--- config.mk ---
export PLATFORM = sky130hd
export DESIGN_NAME = periodic_soft_timer_bank
export DESIGN_NICKNAME = d
export VERILOG_FILES = /design/src/hw/rtl/pstb_pkg.sv /design/src/hw/rtl/pstb_div.sv /design/src/hw/rtl/periodic_soft_timer_bank.sv
export SDC_FILE = /design/constraint.sdc
export NUM_CORES = 1
export LEC_CHECK = 0
export ABC_AREA = 1
export CAP_MARGIN = 20
export CORE_MARGIN = 3
export CORE_UTILIZATION = 48
export DETAILED_ROUTE_END_ITERATION = 10
export DONT_BUFFER_PORTS = 1
export PLACE_DENSITY_LB_ADDON = 0.2
export SYNTH_ARGS = -nofsm -noshare
export SYNTH_HDL_FRONTEND = slang
export SYNTH_SLANG_ARGS = --single-unit
--- constraint.sdc ---
create_clock -name clk -period 4.55 [get_ports clk]
set_clock_uncertainty 0.15 [all_clocks]
set_input_delay 0.6825 -clock clk [delete_from_list [all_inputs] [get_ports clk]]
set_output_delay 0.6825 -clock clk [all_outputs]
set_load 0.1 [all_outputs]
--- src/hw/rtl/pstb_pkg.sv ---
// ----------------------------------------------------------------------------
// pstb_pkg: shared types and codes for the periodic soft timer bank
// Item layouts for the command and result channels, item kinds and
// result status codes.
// ----------------------------------------------------------------------------
package pstb_pkg;

	// item kinds
	localparam logic [1:0] KIND_TICK = 2'd0;
	localparam logic [1:0] KIND_REG  = 2'd1;
	localparam logic [1:0] KIND_REL  = 2'd2;
	localparam logic [1:0] KIND_ACK  = 2'd3;

	// result status codes
	localparam logic [1:0] STAT_OK     = 2'd0;
	localparam logic [1:0] STAT_RANGE  = 2'd1;
	localparam logic [1:0] STAT_FULL   = 2'd2;
	localparam logic [1:0] STAT_UNUSED = 2'd3;

	// longest period in ticks
	localparam int MAX_TICKS = 255;

	typedef struct packed {
		logic [1:0]  kind;
		logic [15:0] period_ms;
		logic [2:0]  slot;
	} cmd_item_t;

	typedef struct packed {
		logic [1:0]  status;
		logic [2:0]  slot_taken;
		logic [7:0]  pending_mask;
		logic [15:0] tick_count;
		logic [20:0] elapsed_ms;
	} rsp_item_t;

endpackage

--- src/hw/rtl/pstb_div.sv ---
// ----------------------------------------------------------------------------
// pstb_div: period to tick count divider
// Divides the period by the constant TICK_MS through a reciprocal multiply;
// the quotient is registered in the cycle after start. Valid for dividends
// below 256 * TICK_MS, where the quotient fits in eight bits.
// ----------------------------------------------------------------------------
module pstb_div #(
	parameter int TICK_MS = 30
) (
	input  logic        clk,
	input  logic        arst_n,
	input  logic        start,
	input  logic [15:0] dividend,
	output logic        done,
	output logic [7:0]  quotient
);
	// scale the reciprocal so the quotient is exact for every 16-bit dividend
	localparam int SHIFT = 16 + $clog2(TICK_MS);
	localparam longint unsigned RECIP_L =
		((64'd1 << SHIFT) + 64'(TICK_MS) - 64'd1) / 64'(TICK_MS);
	localparam logic [16:0] RECIP = 17'(RECIP_L);

	logic [32:0] prod;
	logic [7:0]  quo_next;
	logic [7:0]  quo_q;
	logic        done_q;

	// 16 by 17 bit product, quotient in the bits above the shift
	assign prod     = 33'(dividend) * 33'(RECIP);
	assign quo_next = 8'(prod >> SHIFT);

	always_ff @(posedge clk or negedge arst_n) begin
		if (!arst_n) begin
			done_q <= 1'b0;
		end else begin
			done_q <= start;
		end
	end

	always_ff @(posedge clk) begin
		if (start) begin
			quo_q <= quo_next;
		end
	end

	assign done     = done_q;
	assign quotient = quo_q;

endmodule

--- src/hw/rtl/periodic_soft_timer_bank.sv ---
// ----------------------------------------------------------------------------
// periodic_soft_timer_bank: bank of periodic software timer slots
// Ticks count down every used slot and flag expiries in a pending mask;
// register, release and acknowledge items manage the slots.
// ----------------------------------------------------------------------------
//
//  channel  | ports                    | handshake
//  ---------+--------------------------+--------------------------------------
//  command  | start, busy, cmd         | item taken at an edge with start & !busy
//  result   | done, rsp                | one item per strobe, one cycle, no stall
//
//  Per item: a tick takes one slot per cycle through the shared countdown
//  decrementer; a register item first scales the period by 1/TICK_MS in the
//  divider, then searches slot by slot; release and acknowledge go through
//  their own state; a failed range or slot index check is answered from idle.
//  Reset clears all slots, the pending mask and the tick count at once.
//  done marks rsp for one cycle, in which a new item may start; no stalls.
//
module periodic_soft_timer_bank #(
	parameter int SLOTS   = 6,
	parameter int TICK_MS = 30
) (
	input  logic                clk,
	input  logic                arst_n,
	input  logic                start,
	input  pstb_pkg::cmd_item_t cmd,
	output logic                busy,
	output logic                done,
	output pstb_pkg::rsp_item_t rsp
);
	import pstb_pkg::*;

	localparam int IW = (SLOTS > 1) ? $clog2(SLOTS) : 1;
	localparam logic [IW-1:0] LAST_IDX = IW'(SLOTS - 1);
	localparam logic [15:0] PER_MIN = 16'(TICK_MS);
	localparam logic [15:0] PER_MAX = 16'(MAX_TICKS * TICK_MS);
	localparam logic [20:0] MS_STEP = 21'(TICK_MS);

	// sequencer states
	localparam logic [2:0] ST_IDLE = 3'd0;
	localparam logic [2:0] ST_TICK = 3'd1;
	localparam logic [2:0] ST_DIV  = 3'd2;
	localparam logic [2:0] ST_SRCH = 3'd3;
	localparam logic [2:0] ST_REL  = 3'd4;
	localparam logic [2:0] ST_ACK  = 3'd5;

	logic [2:0]       state_q, state_d;
	logic [IW-1:0]    idx_q, idx_d;
	logic [15:0]      tick_q, tick_d;
	logic [20:0]      elapsed_q, elapsed_d;
	logic [SLOTS-1:0] pend_q, pend_d;
	logic [7:0]       cyc_q, cyc_d;
	logic [7:0]       period_q [SLOTS];
	logic [7:0]       cd_q [SLOTS];
	logic             done_q;
	rsp_item_t        res_q, res_d;

	logic             wr_en;
	logic [7:0]       wr_per;
	logic [7:0]       wr_cd;
	logic             emit;
	logic [1:0]       stat;
	logic [2:0]       taken;
	logic [7:0]       rd_per;
	logic [7:0]       rd_cd;
	logic [7:0]       cd_dec;
	logic             slot_ok;
	logic             div_start;
	logic             div_done;
	logic [7:0]       div_quot;
	logic [SLOTS-1:0] used;

	pstb_div #(
		.TICK_MS(TICK_MS)
	) u_div (
		.clk      (clk),
		.arst_n   (arst_n),
		.start    (div_start),
		.dividend (cmd.period_ms),
		.done     (div_done),
		.quotient (div_quot)
	);

	// read port of the slot table: always at the sequencer index
	assign rd_per  = period_q[idx_q];
	assign rd_cd   = cd_q[idx_q];
	assign cd_dec  = rd_cd - 8'd1;
	assign slot_ok = ({1'b0, cmd.slot} < 4'(SLOTS));

	always_comb begin
		state_d   = state_q;
		idx_d     = idx_q;
		tick_d    = tick_q;
		elapsed_d = elapsed_q;
		pend_d    = pend_q;
		cyc_d     = cyc_q;
		wr_en     = 1'b0;
		wr_per    = rd_per;
		wr_cd     = rd_cd;
		emit      = 1'b0;
		stat      = STAT_OK;
		taken     = '0;
		div_start = 1'b0;

		unique case (state_q)
			ST_IDLE: begin
				if (start) begin
					unique case (cmd.kind) inside
						KIND_TICK: begin
							// advance the tick count; elapsed time follows it
							tick_d    = tick_q + 16'd1;
							elapsed_d = (tick_d == 16'd0) ? '0 : elapsed_q + MS_STEP;
							idx_d     = '0;
							state_d   = ST_TICK;
						end
						KIND_REG: begin
							if (cmd.period_ms < PER_MIN || cmd.period_ms > PER_MAX) begin
								emit = 1'b1;
								stat = STAT_RANGE;
							end else begin
								div_start = 1'b1;
								state_d   = ST_DIV;
							end
						end
						KIND_REL, KIND_ACK: begin
							if (slot_ok) begin
								idx_d   = IW'(cmd.slot);
								state_d = (cmd.kind == KIND_REL) ? ST_REL : ST_ACK;
							end else begin
								emit = 1'b1;
								stat = STAT_UNUSED;
							end
						end
						default: begin
							state_d = ST_IDLE;
						end
					endcase
				end
			end
			ST_TICK: begin
				// one slot per cycle: decrement, flag and reload on zero
				if (rd_per != 8'd0) begin
					wr_en = 1'b1;
					if (cd_dec == 8'd0) begin
						pend_d[idx_q] = 1'b1;
						wr_cd         = rd_per;
					end else begin
						wr_cd = cd_dec;
					end
				end
				if (idx_q == LAST_IDX) begin
					emit    = 1'b1;
					state_d = ST_IDLE;
				end else begin
					idx_d = idx_q + IW'(1);
				end
			end
			ST_DIV: begin
				// hold until the divider hands back the period in ticks
				if (div_done) begin
					cyc_d   = div_quot;
					idx_d   = '0;
					state_d = ST_SRCH;
				end
			end
			ST_SRCH: begin
				// claim the lowest free slot
				if (rd_per == 8'd0) begin
					wr_en   = 1'b1;
					wr_per  = cyc_q;
					wr_cd   = cyc_q;
					emit    = 1'b1;
					taken   = 3'(idx_q);
					state_d = ST_IDLE;
				end else if (idx_q == LAST_IDX) begin
					emit    = 1'b1;
					stat    = STAT_FULL;
					state_d = ST_IDLE;
				end else begin
					idx_d = idx_q + IW'(1);
				end
			end
			ST_REL: begin
				emit    = 1'b1;
				state_d = ST_IDLE;
				if (rd_per == 8'd0) begin
					stat = STAT_UNUSED;
				end else begin
					wr_en         = 1'b1;
					wr_per        = '0;
					wr_cd         = '0;
					pend_d[idx_q] = 1'b0;
				end
			end
			ST_ACK: begin
				emit    = 1'b1;
				state_d = ST_IDLE;
				if (rd_per == 8'd0) begin
					stat = STAT_UNUSED;
				end else begin
					pend_d[idx_q] = 1'b0;
				end
			end
			default: begin
				state_d = ST_IDLE;
			end
		endcase

		// result shows the state after the item
		res_d.status       = stat;
		res_d.slot_taken   = taken;
		res_d.pending_mask = 8'(pend_d);
		res_d.tick_count   = tick_d;
		res_d.elapsed_ms   = elapsed_d;
	end

	always_ff @(posedge clk or negedge arst_n) begin
		if (!arst_n) begin
			state_q   <= ST_IDLE;
			idx_q     <= '0;
			tick_q    <= '0;
			elapsed_q <= '0;
			pend_q    <= '0;
			done_q    <= 1'b0;
			for (int i = 0; i < SLOTS; i++) begin
				period_q[i] <= '0;
				cd_q[i]     <= '0;
			end
		end else begin
			state_q   <= state_d;
			idx_q     <= idx_d;
			tick_q    <= tick_d;
			elapsed_q <= elapsed_d;
			pend_q    <= pend_d;
			done_q    <= emit;
			if (wr_en) begin
				period_q[idx_q] <= wr_per;
				cd_q[idx_q]     <= wr_cd;
			end
		end
	end

	// payload registers: no reset needed
	always_ff @(posedge clk) begin
		cyc_q <= cyc_d;
		if (emit) begin
			res_q <= res_d;
		end
	end

	assign busy = (state_q != ST_IDLE);
	assign done = done_q;
	assign rsp  = res_q;

	always_comb begin
		for (int i = 0; i < SLOTS; i++) begin
			used[i] = (period_q[i] != 8'd0);
		end
	end

`ifndef NO_ASSERTIONS
	// every result is issued with the sequencer back in idle
	a_done_idle: assert property (@(posedge clk) disable iff (!arst_n)
		done |-> !busy)
		else $error("result strobe while the sequencer is busy");

	// a taken item either answers at once or keeps the block busy
	a_start_progress: assert property (@(posedge clk) disable iff (!arst_n)
		(start && !busy) |=> (busy || done))
		else $error("accepted item neither answered nor in progress");

	// a pending bit belongs only to a slot in use
	a_pend_used: assert property (@(posedge clk) disable iff (!arst_n)
		(pend_q & ~used) == '0)
		else $error("pending bit on a free slot");

	// a slot number is reported only by a successful register item
	a_taken_ok: assert property (@(posedge clk) disable iff (!arst_n)
		done |-> (rsp.status == STAT_OK || rsp.slot_taken == 3'd0))
		else $error("slot reported on a failed item");
`endif

endmodule

==> out/metrics.cfg, run 1 <==
[worst_setup_path]
crit_type=register to register
crit_family=simple AND/OR/NAND/NOR gates
cpPeakStageDelay_ps=660
crit_slowest_cell=dfrtp_1
cp_cell_sequence=inv_4 > nand2_2 > nor2_2 > nand2_1 > o211ai_1 > nor2_1 > nand2_2 > nor2_8 > nand2_4 > clkinv_4 > nand2_4 > nand2_4 > inv_6 > nor2_4 > inv_1 > nand2_1 > nand2_1
required_ps=4800
cp.arrival_ps=4290
end_kind=register
worst_setup_path_start_kind=register
path_buf_inv=4
path_max_fanout=20

[logic_synthesis]
yosys_most_used_dff=dfrtp_1
synth_seq_cells=211
yosys.area_share.simple_pct=28.5
synth_edf_count=64
ys_types=49
synth_warnings=0
synth_xor_area_share_pct=2.75
avgSynthCellArea_um2=8.43
synth.top_cell.area_share_pct=28.9
synth-adder-area-share_pct=12.2
synth_area_um2=12700
async_reset_ff_share_pct=69.7
synth.area.top_cells=dfrtp_1 29%, nand2_1 15%, edfxtp_1 15%
synth_most_common_cell=nand2_1
synth_cells=1510
synth_top_cell_by_area=dfrtp_1
synth_top_family_by_area=simple AND/OR/NAND/NOR gates
ys_seq_area_share_pct=44.0
synth_compound_area_share_pct=5.28
muxShareOfSynthArea_pct=0
yosys-top-cells-count=520 x nand2_1, 169 x inv_1, 147 x dfrtp_1, 101 x nand3_1, 94 x ha_1

[outcome]
violations=negative hold slack
status=complete, but fails checks

[cells_and_area]
post-route-util_pct=53.8
multi_input_comb_area_um2=6210
area_delta_synth_final_pct=8.35
fillCellCount=2414
drive_gt1_share_pct=7.14
finalNetCount=1660
seqCellArea_um2=5600
antenna-diode-count=0

[floorplan]
die_h_um=169
ios=76
die_area_um2=28500
start_util_pct=49.7
row_count=58
die-width_um=169
coreArea_um2=25600

[power]
p_leak_nw=7.15
share_comb_of_total_power_pct=41.1
p_int_mw=4.87
irDropWorstVdd_uv=520
power_per_cell_area_nw_per_um2=731
power.switching_mw=5.22
finalPower_mw=10.1
p_sw_share_pct=51.7
p_clk_share_pct=17.7
seqPwrFrac_pct=41.1

[placed_design]
dp_hpwl_um=21800
place_congestion=0.901
portBuffers=0

[sta]
worst_slew_pin_slew_ps=957
finalCriticalPeriod_ps=4040
setup_tns_ps=0
rsz0062_at_grt=no
slew_violations=0
fin_crit_sh_pct=88.8
fmax_mhz=247
hold-worst-slack_ps=-92.9
setup_viol=0
slew_headroom_pct=36.4
hold_viol=19

[global_routing]
groute.usage.overall_pct=22.0
grt_max_degree=148
grt_pass1_wl_um=51000
antenna_found_initial=0
overflow=0
grt_pass1_vias=9790

[routing]
ant_nets=0
drcViolationCount=0
drt_iter0_markers=715
first_pass_iters=5
vias=9947
wl_per_cell_um=16.7
avgViaCountPerCell=5.32
routed_wirelength_um=31200

[clock_tree]
ctsResizeCount=0
insertion_delay_ps=520
cts_buffers=23
post_cts_buffers=0
htree_levels=1
cts.sinks=211
clockBufferDepth=3
cts-root-buf=clkbuf_16
clkSlewWorstSetupHoldPaths_ps=60
cts_tree=built

[flow_run]
maxCapViolCount=0

[min_path]
holdCritPathClass=input pin to asynchronous set/reset pin

path summary, 6_finish.rpt:
kind	from	end	slack, ps	depth (start not counted)
worst min register to register	u_div.quotient[3]	cyc_q[3]	270	0
min in group clk	u_div.quotient[3]	cyc_q[3]	270	0
worst max register to register	idx_q[1]	cd_q[25]	510	17
worst min-delay path	arst_n	cd_q[32]	-90	1
max in group asynchronous	arst_n	period_q[2]	3590	1
worst max-delay path	idx_q[1]	cd_q[25]	510	17
layout by cell type, fill, tap and decap left out, drive strengths merged:
cell type / instances
conb: 2
inv: 179
nand4: 29
a21oi: 43
buf: 16
nand3b: 8
ha: 94
a221oi: 1
bufinv: 1
a211oi: 2
nand2: 540
o21bai: 4
a21o: 1
xnor2: 7
o211ai: 5
o32ai: 1
and3: 1
nand3: 105
nor3: 21
fa: 19
nor3b: 3
dfrtp: 147
nor4: 6
o21a: 2
o22ai: 2
clkbuf: 30
nor2: 96
a21boi: 1
xor2: 33
clkinv: 12
or2: 3
edfxtp: 64
o221ai: 1
o21ai: 61
cell families (layout without fill, tap and decap cells):
kind of cell               count (synthesis)  in the layout
and+or+nand+nor                          812            812
other                                      1              2
AOI/OAI and AO/OA                        124            124
xor gates and xnor gates                  40             40
adders and majority gates                113            113
buffers and inverters                    209            238
DFF                                      211            211
worst register-to-register path: stages (launching register included):
cell and delay (ps):
dfrtp_1 660, inv_4 170, nand2_2 130, nor2_2 130
nand2_1 110, o211ai_1 90, nor2_1 390, nand2_2 170
nor2_8 180, nand2_4 160, clkinv_4 130, nand2_4 80
nand2_4 110, inv_6 80, nor2_4 470, inv_1 480
nand2_1 190, nand2_1 70
final cells by class:
| class | instances | area share (%) |
|---|---|---|
| clock buffers | 30 | 4.66 |
| clock inverters | 12 | 0.599 |
| inverters | 180 | 5.05 |
| multi-input cells | 1091 | 45.1 |
| flip-flops and latches | 211 | 40.6 |
| well taps | 330 | 2.99 |
| repair buffers | 16 | 1.02 |
power by group through the flow:
stage | registers [mW] | clock network [mW] | logic, mW
after detailed placement | 4.17 | 0 | 4.06
final | 4.15 | 1.79 | 4.15
after CTS | 4.15 | 1.83 | 4.13
after global placement | 4.17 | 0 | 4.01
after floorplan | 4.07 | 0 | 3.17
after global routing | 4.22 | 1.89 | 4.66
registers in the layout, summed over array words and instances, names as in the netlist, 6 cells and up:
| signal | flops |
|---|---|
| cd_q | 48 |
| pend_q | 6 |
| cyc_q | 8 |
| elapsed_q | 21 |
| period_q | 48 |
| rsp | 48 |
| u_div.quotient | 8 |
| tick_q | 16 |
stage by stage:
stage / instance area, µm² / cells / setup WS [ps]
after floorplan: 12700 / 1511 / 331
final: 13800 / 1870 / 508
after global placement: 13000 / 1827 / 188
after CTS: 13800 / 1870 / 587
after global routing: 13800 / 1870 / 304
after detailed placement: 13000 / 1827 / 111
routing by layer:
metal,GRT usage [%],routed length (µm)
met1,29.8,13700
met2,36.2,14900
met3,4.69,1950
met4,5.69,670
met5,0,0
repair_timing:
action	4_1_cts	5_1_grt
hold buffers	1	0
setup endpoints to repair	0	0
endpoints found under the hold margin	147	0
(Power assumes the default switching activity.)
==> inputs of run 2 (changes only) <==
--- a/config.mk
+++ b/config.mk
@@ -7,11 +7,11 @@
 export LEC_CHECK = 0
 export ABC_AREA = 1
 export CAP_MARGIN = 20
-export CORE_MARGIN = 3
 export CORE_UTILIZATION = 48
 export DETAILED_ROUTE_END_ITERATION = 10
 export DONT_BUFFER_PORTS = 1
 export PLACE_DENSITY_LB_ADDON = 0.2
 export SYNTH_ARGS = -nofsm -noshare
 export SYNTH_HDL_FRONTEND = slang
+export SYNTH_HIERARCHICAL = 1
 export SYNTH_SLANG_ARGS = --single-unit
==> out/metrics.cfg, run 2 <==
[worst_setup_path]
path_max_fanout=4
r2r-end=cd_q[25]
rr_startpoint=idx_q[0]
crit_type=input pin to register
cp.arrival_ps=4010
required_ps=4670
cp_cell_sequence=ha_1 > fa_1 > inv_1 > fa_1 > inv_1 > ha_1 > ha_1 > ha_1 > nand2_1 > nor2_1 > nand2_1 > a21oi_1 > nor3_1 > nand2_1 > nand2_1 > nand2_1
crit_slowest_cell=fa_1
worst_setup_path_start_kind=input pin
cp_common_cell=nand2_1
rrSetupSlack_ps=770
ff2ff_path_depth=16
path_buf_inv=2
cpPeakStageDelay_ps=570
crit_family=adder cells
end_kind=register

[routing]
vias=10600
drt_iter0_markers=814
wl_per_cell_um=16.5
first_pass_iters=5
ant_nets=0
routed_wirelength_um=33900
avgViaCountPerCell=5.18
drcViolationCount=0

[outcome]
status=completed

[placed_design]
portBuffers=0
place_congestion=0.931
dpl_cell_area_um2=13700
place_ws_ps=164
dp_hpwl_um=24300

[clock_tree]
cts_tree=built
cts-root-buf=clkbuf_16
clkSlewWorstSetupHoldPaths_ps=60
insertion_delay_ps=520
cts_buffers=23
post_cts_buffers=0
postCtsHoldBufs=1
htree_levels=1
clockBufferDepth=3
cts.sinks=211
ctsResizeCount=0

[sta]
rsz0062_at_grt=no
fin_crit_sh_pct=85.5
slew_headroom_pct=22.6
fmax_mhz=257
finalCriticalPeriod_ps=3890
setup_ws_ps=660
hold-worst-slack_ps=15.9
hold_viol=0
setup_tns_ps=0
worst_slew_pin_slew_ps=1150
slew_violations=0
setup_viol=0

[global_routing]
grt_pass1_wl_um=54700
grt_max_degree=148
grt_pass1_vias=10500
groute.usage.overall_pct=24.3
antenna_found_initial=0
overflow=0

[logic_synthesis]
synth_warnings=6
ys_seq_area_share_pct=42.0
async_reset_ff_share_pct=69.7
yosys_most_used_dff=dfrtp_1
ys_types=50
synth_cells=1656
synth_top_cell_by_area=dfrtp_1
synth.area.top_cells=dfrtp_1 28%, nand2_1 17%, edfxtp_1 14%
yosys-top-cells-count=591 x nand2_1, 209 x inv_1, 147 x dfrtp_1, 105 x nand3_1, 94 x ha_1
synth_edf_count=64
synth_area_um2=13300
synth.top_cell.area_share_pct=27.6
avgSynthCellArea_um2=8.06
synth_most_common_cell=nand2_1
synth_seq_cells=211

[cells_and_area]
finalNetCount=1803
layout_common_cells=591 x nand2_1, 209 x inv_1, 147 x dfrtp_1
drive_gt1_share_pct=8.57
area_delta_synth_final_pct=8.40
antenna-diode-count=0
fillCellCount=2556
fin_area_um2=14500
final_common_cell=nand2_1

[floorplan]
ios=76
die_h_um=169
coreArea_um2=27100
start_util_pct=49.2
die-width_um=169
row_count=60
die_area_um2=28500

[power]
p_leak_nw=7.53
p_clk_share_pct=18.8
p_int_mw=4.78
share_comb_of_total_power_pct=40.8
irDropWorstVdd_uv=437
p_sw_share_pct=51.4
power_per_cell_area_nw_per_um2=680
seqPwrFrac_pct=40.5
power.switching_mw=5.05

[min_path]
holdCritPathClass=input pin to asynchronous set/reset pin

[flow_run]
maxCapViolCount=0

==> run 2: cell count changes in the layout (fill, tap and decap cells not counted), sizes merged, moves of 5 or more <==
cell | before | now
a21oi | 43 | 31
inv | 179 | 224
nand2 | 540 | 613
nand3 | 105 | 111
nand3b | 8 | 3
nand4 | 29 | 21
nor2 | 96 | 129
nor3 | 21 | 27
o22ai | 2 | 7
==> run 2: kinds of logic (layout without fill, tap and decap cells) <==
kind of cell | after synthesis | count (layout) | share of synthesized area [%]
compound gates | 118 | 118 | 5.14
other cells | 1 | 2 | 0.0281
simple gates | 917 | 917 | 30.4
fa+ha+maj | 113 | 113 | 11.7
buf+inv | 259 | 283 | 8.37
xor+xnor | 37 | 37 | 2.43
flops | 211 | 211 | 42.0
==> run 2: area by class of cell <==
type,instances,area [µm²],area share (%)
Clock buffer,26,618,4.27
Inverter,226,868,6.00
Tap cell,372,465,3.22
Sequential cell,211,5600,38.7
Timing Repair Buffer,17,160,1.11
Clock inverter,14,118,0.813
Multi-Input combinational cell,1187,6630,45.9
==> run 2: worst max path at each step <==
stage                     startpoint                 to  cells after the start
after floorplan               cmd[5]  u_div/quotient[3]                     16
after global placement        cmd[5]  u_div/quotient[3]                     16
after detailed placement      cmd[5]  u_div/quotient[3]                     16
after CTS                     cmd[5]  u_div/quotient[3]                     16
after global routing          cmd[5]  u_div/quotient[3]                     16
final                         cmd[5]  u_div/quotient[3]                     16
==> run 2: metal layers <==
metal  part of all wire (%)  global-route usage, %  wire [µm]  vias to the layer above
li1                       -                      -          -                     5274
met1                     45                   31.9      15100                     5072
met3                    4.9                   3.60       1670                       52
met5                      0                      0          0                        -
met4                    2.3                   6.68        779                        0
met2                     48                   42.0      16300                      238
==> run 2: power groups by stage <==
stage	Combinational, mW	Clock, mW	Sequential, mW
floorplan	2.99	0	3.93
CTS	4.00	1.88	3.98
global route	4.47	1.96	4.03
finish	4.01	1.84	3.98
global placement	3.91	0	4.00
detailed placement	3.94	0	4.00
==> run 2: per-stage QoR <==
stage	power, mW	instances	utilization [%]
5_1_grt	10.5	2053	53.4
4_1_cts	9.87	2053	53.4
2_1_floorplan	6.92	1657	-
3_5_place_dp	7.95	2012	50.5
6_report	9.84	2053	53.4
3_3_place_gp	7.91	2012	50.5
==> inputs of run 3 (changes only) <==
--- a/config.mk
+++ b/config.mk
@@ -5,7 +5,6 @@
 export SDC_FILE = /design/constraint.sdc
 export NUM_CORES = 1
 export LEC_CHECK = 0
-export ABC_AREA = 1
 export CAP_MARGIN = 20
 export CORE_UTILIZATION = 48
 export DETAILED_ROUTE_END_ITERATION = 10
==> out/metrics.cfg, run 3 <==
[outcome]
violations=negative hold slack
status=complete, but fails checks

[placed_design]
place_congestion=0.939
portBuffers=0
dp_hpwl_um=20900
dpl_cell_area_um2=12700
place_ws_ps=-108

[routing]
first_pass_iters=5
top_layer_used=met4
vias=8802
drt_iter0_markers=761
routed_wirelength_um=28700
wl_met2_um=13600
met1Wirelength_um=12900
wl_per_cell_um=19.1
avgViaCountPerCell=5.86
drcViolationCount=0
met3_length_um=1540
ant_nets=0

[worst_setup_path]
crit_slowest_cell=nor3_2
path_buf_inv=1
required_ps=4780
cp.arrival_ps=4460
end_kind=register
crit_type=register to register
ff2ff_path_depth=8
crit_family=simple AND/OR/NAND/NOR gates
cp.depth=8
cpPeakStageDelay_ps=790
cp_cell_sequence=buf_4 > nor3b_1 > a222oi_1 > and4_1 > a22oi_1 > nor2_1 > nor3_2 > mux2_2
worst_setup_path_start_kind=register
path_max_fanout=22

[sta]
slew_headroom_pct=32.0
fmax_mhz=237
setup_tns_ps=0
finalCriticalPeriod_ps=4220
setup_ws_ps=326
rsz0062_at_grt=no
hold-worst-slack_ps=-39.9
fin_crit_sh_pct=92.8
slew_violations=0
hold_viol=8
setup_viol=0
worst_slew_pin_slew_ps=1010

[cells_and_area]
layout_common_cells=146 x dfrtp_1, 108 x nand2_1, 94 x ha_1
fin_area_um2=13500
finalNetCount=1292
area_delta_synth_final_pct=10.6
post-route-util_pct=54.0
final_common_cell=dfrtp_1
drive_gt1_share_pct=13.7
antenna-diode-count=0

[power]
irDropWorstVdd_uv=262
power_per_cell_area_nw_per_um2=346
p_leak_nw=5.85
finalPower_mw=4.67

[logic_synthesis]
synth_xor_area_share_pct=3.16
synth.area.top_cells=dfrtp_1 30%, edfxtp_1 16%, ha_1 9.6%
synth_top_family_by_area=simple AND/OR/NAND/NOR gates
synth.top_cell.area_share_pct=30.1
synth_compound_area_share_pct=13.2
synth_top_cell_by_area=dfrtp_1
yosys-top-cells-count=147 x dfrtp_1, 108 x nand2_1, 94 x ha_1, 85 x nor2_1, 68 x o21ai_0
synth_edf_count=64
synth_warnings=6
yosys.area_share.simple_pct=13.4
synth_cells=1135
synth_area_um2=12200
ys_seq_area_share_pct=45.9
synth_most_common_cell=dfrtp_1
avgSynthCellArea_um2=10.8
muxShareOfSynthArea_pct=7.97
ys_types=88
synth_seq_cells=211
async_reset_ff_share_pct=69.7
synth-adder-area-share_pct=12.7
yosys_most_used_dff=dfrtp_1

[clock_tree]
clockBufferDepth=3
cts_tree=built
clkSlewWorstSetupHoldPaths_ps=60
insertion_delay_ps=510
htree_levels=1
post_cts_buffers=0
cts.sinks=211
cts_buffers=23
cts-root-buf=clkbuf_16

[global_routing]
antenna_found_initial=0
overflow=0
grt_pass1_vias=8623
grt_max_degree=148
grt_pass1_wl_um=46700
groute.usage.overall_pct=22.4

[floorplan]
die_h_um=162
die-width_um=162
ios=76
row_count=58
die_area_um2=26100
start_util_pct=48.8
coreArea_um2=25000

[flow_run]
maxCapViolCount=0

[min_path]
holdCritPathClass=input pin to asynchronous set/reset pin

run 3: cell families (layout without fill, tap and decap cells):
family	Yosys count	in the layout
muxes	86	86
AOI/OAI and AO/OA	241	241
xor gates and xnor gates	44	44
and+or+nand+nor	336	336
buffers and inverters	103	138
adders and majority gates	113	113
DFF	211	211
other	1	2
run 3: worst paths after layout:
check                                   from        end  slack (ps)
min                                   arst_n  tick_q[8]         -40
min reg2reg                u_div/quotient[2]   cyc_q[2]         260
min in group clk                      cmd[0]   idx_q[0]         240
max                                 idx_q[1]   cd_q[15]         330
max reg2reg                         idx_q[1]   cd_q[15]         330
max in group asynchronous             arst_n   cd_q[23]        3620
run 3: worst reg2reg max path, stage by stage (launching register included):
cell and delay [ps]:
dfrtp_1 460, buf_4 360, nor3b_1 700, a222oi_1 380
and4_1 400, a22oi_1 280, nor2_1 160, nor3_2 790
mux2_2 420
run 3: per-layer routing:
layer / global-route usage, % / up-vias
met4: 6.39 / 0
met1: 31.3 / 4334
met5: 0 / -
met2: 36.2 / 235
met3: 3.34 / 54
li1: - / 4179
run 3: where the power goes:
part / switching, mW / internal (mW) / total [mW]
Sequential: 0.00231 / 1.97 / 1.97
Clock: 0.759 / 1.14 / 1.90
Combinational: 0.459 / 0.344 / 0.802
run 3: metrics by stage:
step                      hold slack, ps  instances
final                              -39.9       1501
after global routing                37.8       1501
after CTS                           57.3       1501
after detailed placement             240       1459
after global placement               240       1459
after floorplan                      237       1136
run 3: area by class of cell:
type	instances	area, µm²
clock inverter	11	118
sequential	211	5600
clock buffer	30	662
timing repair buffer	38	318
multi-input combinational	822	6180
fill	2195	11500
inverter	59	221
tap	330	413
run 3: what timing repair did:
item	4_1_cts	5_1_grt
gates resized for setup	0	0
hold buffers	1	0
endpoints found under the hold margin	147	0
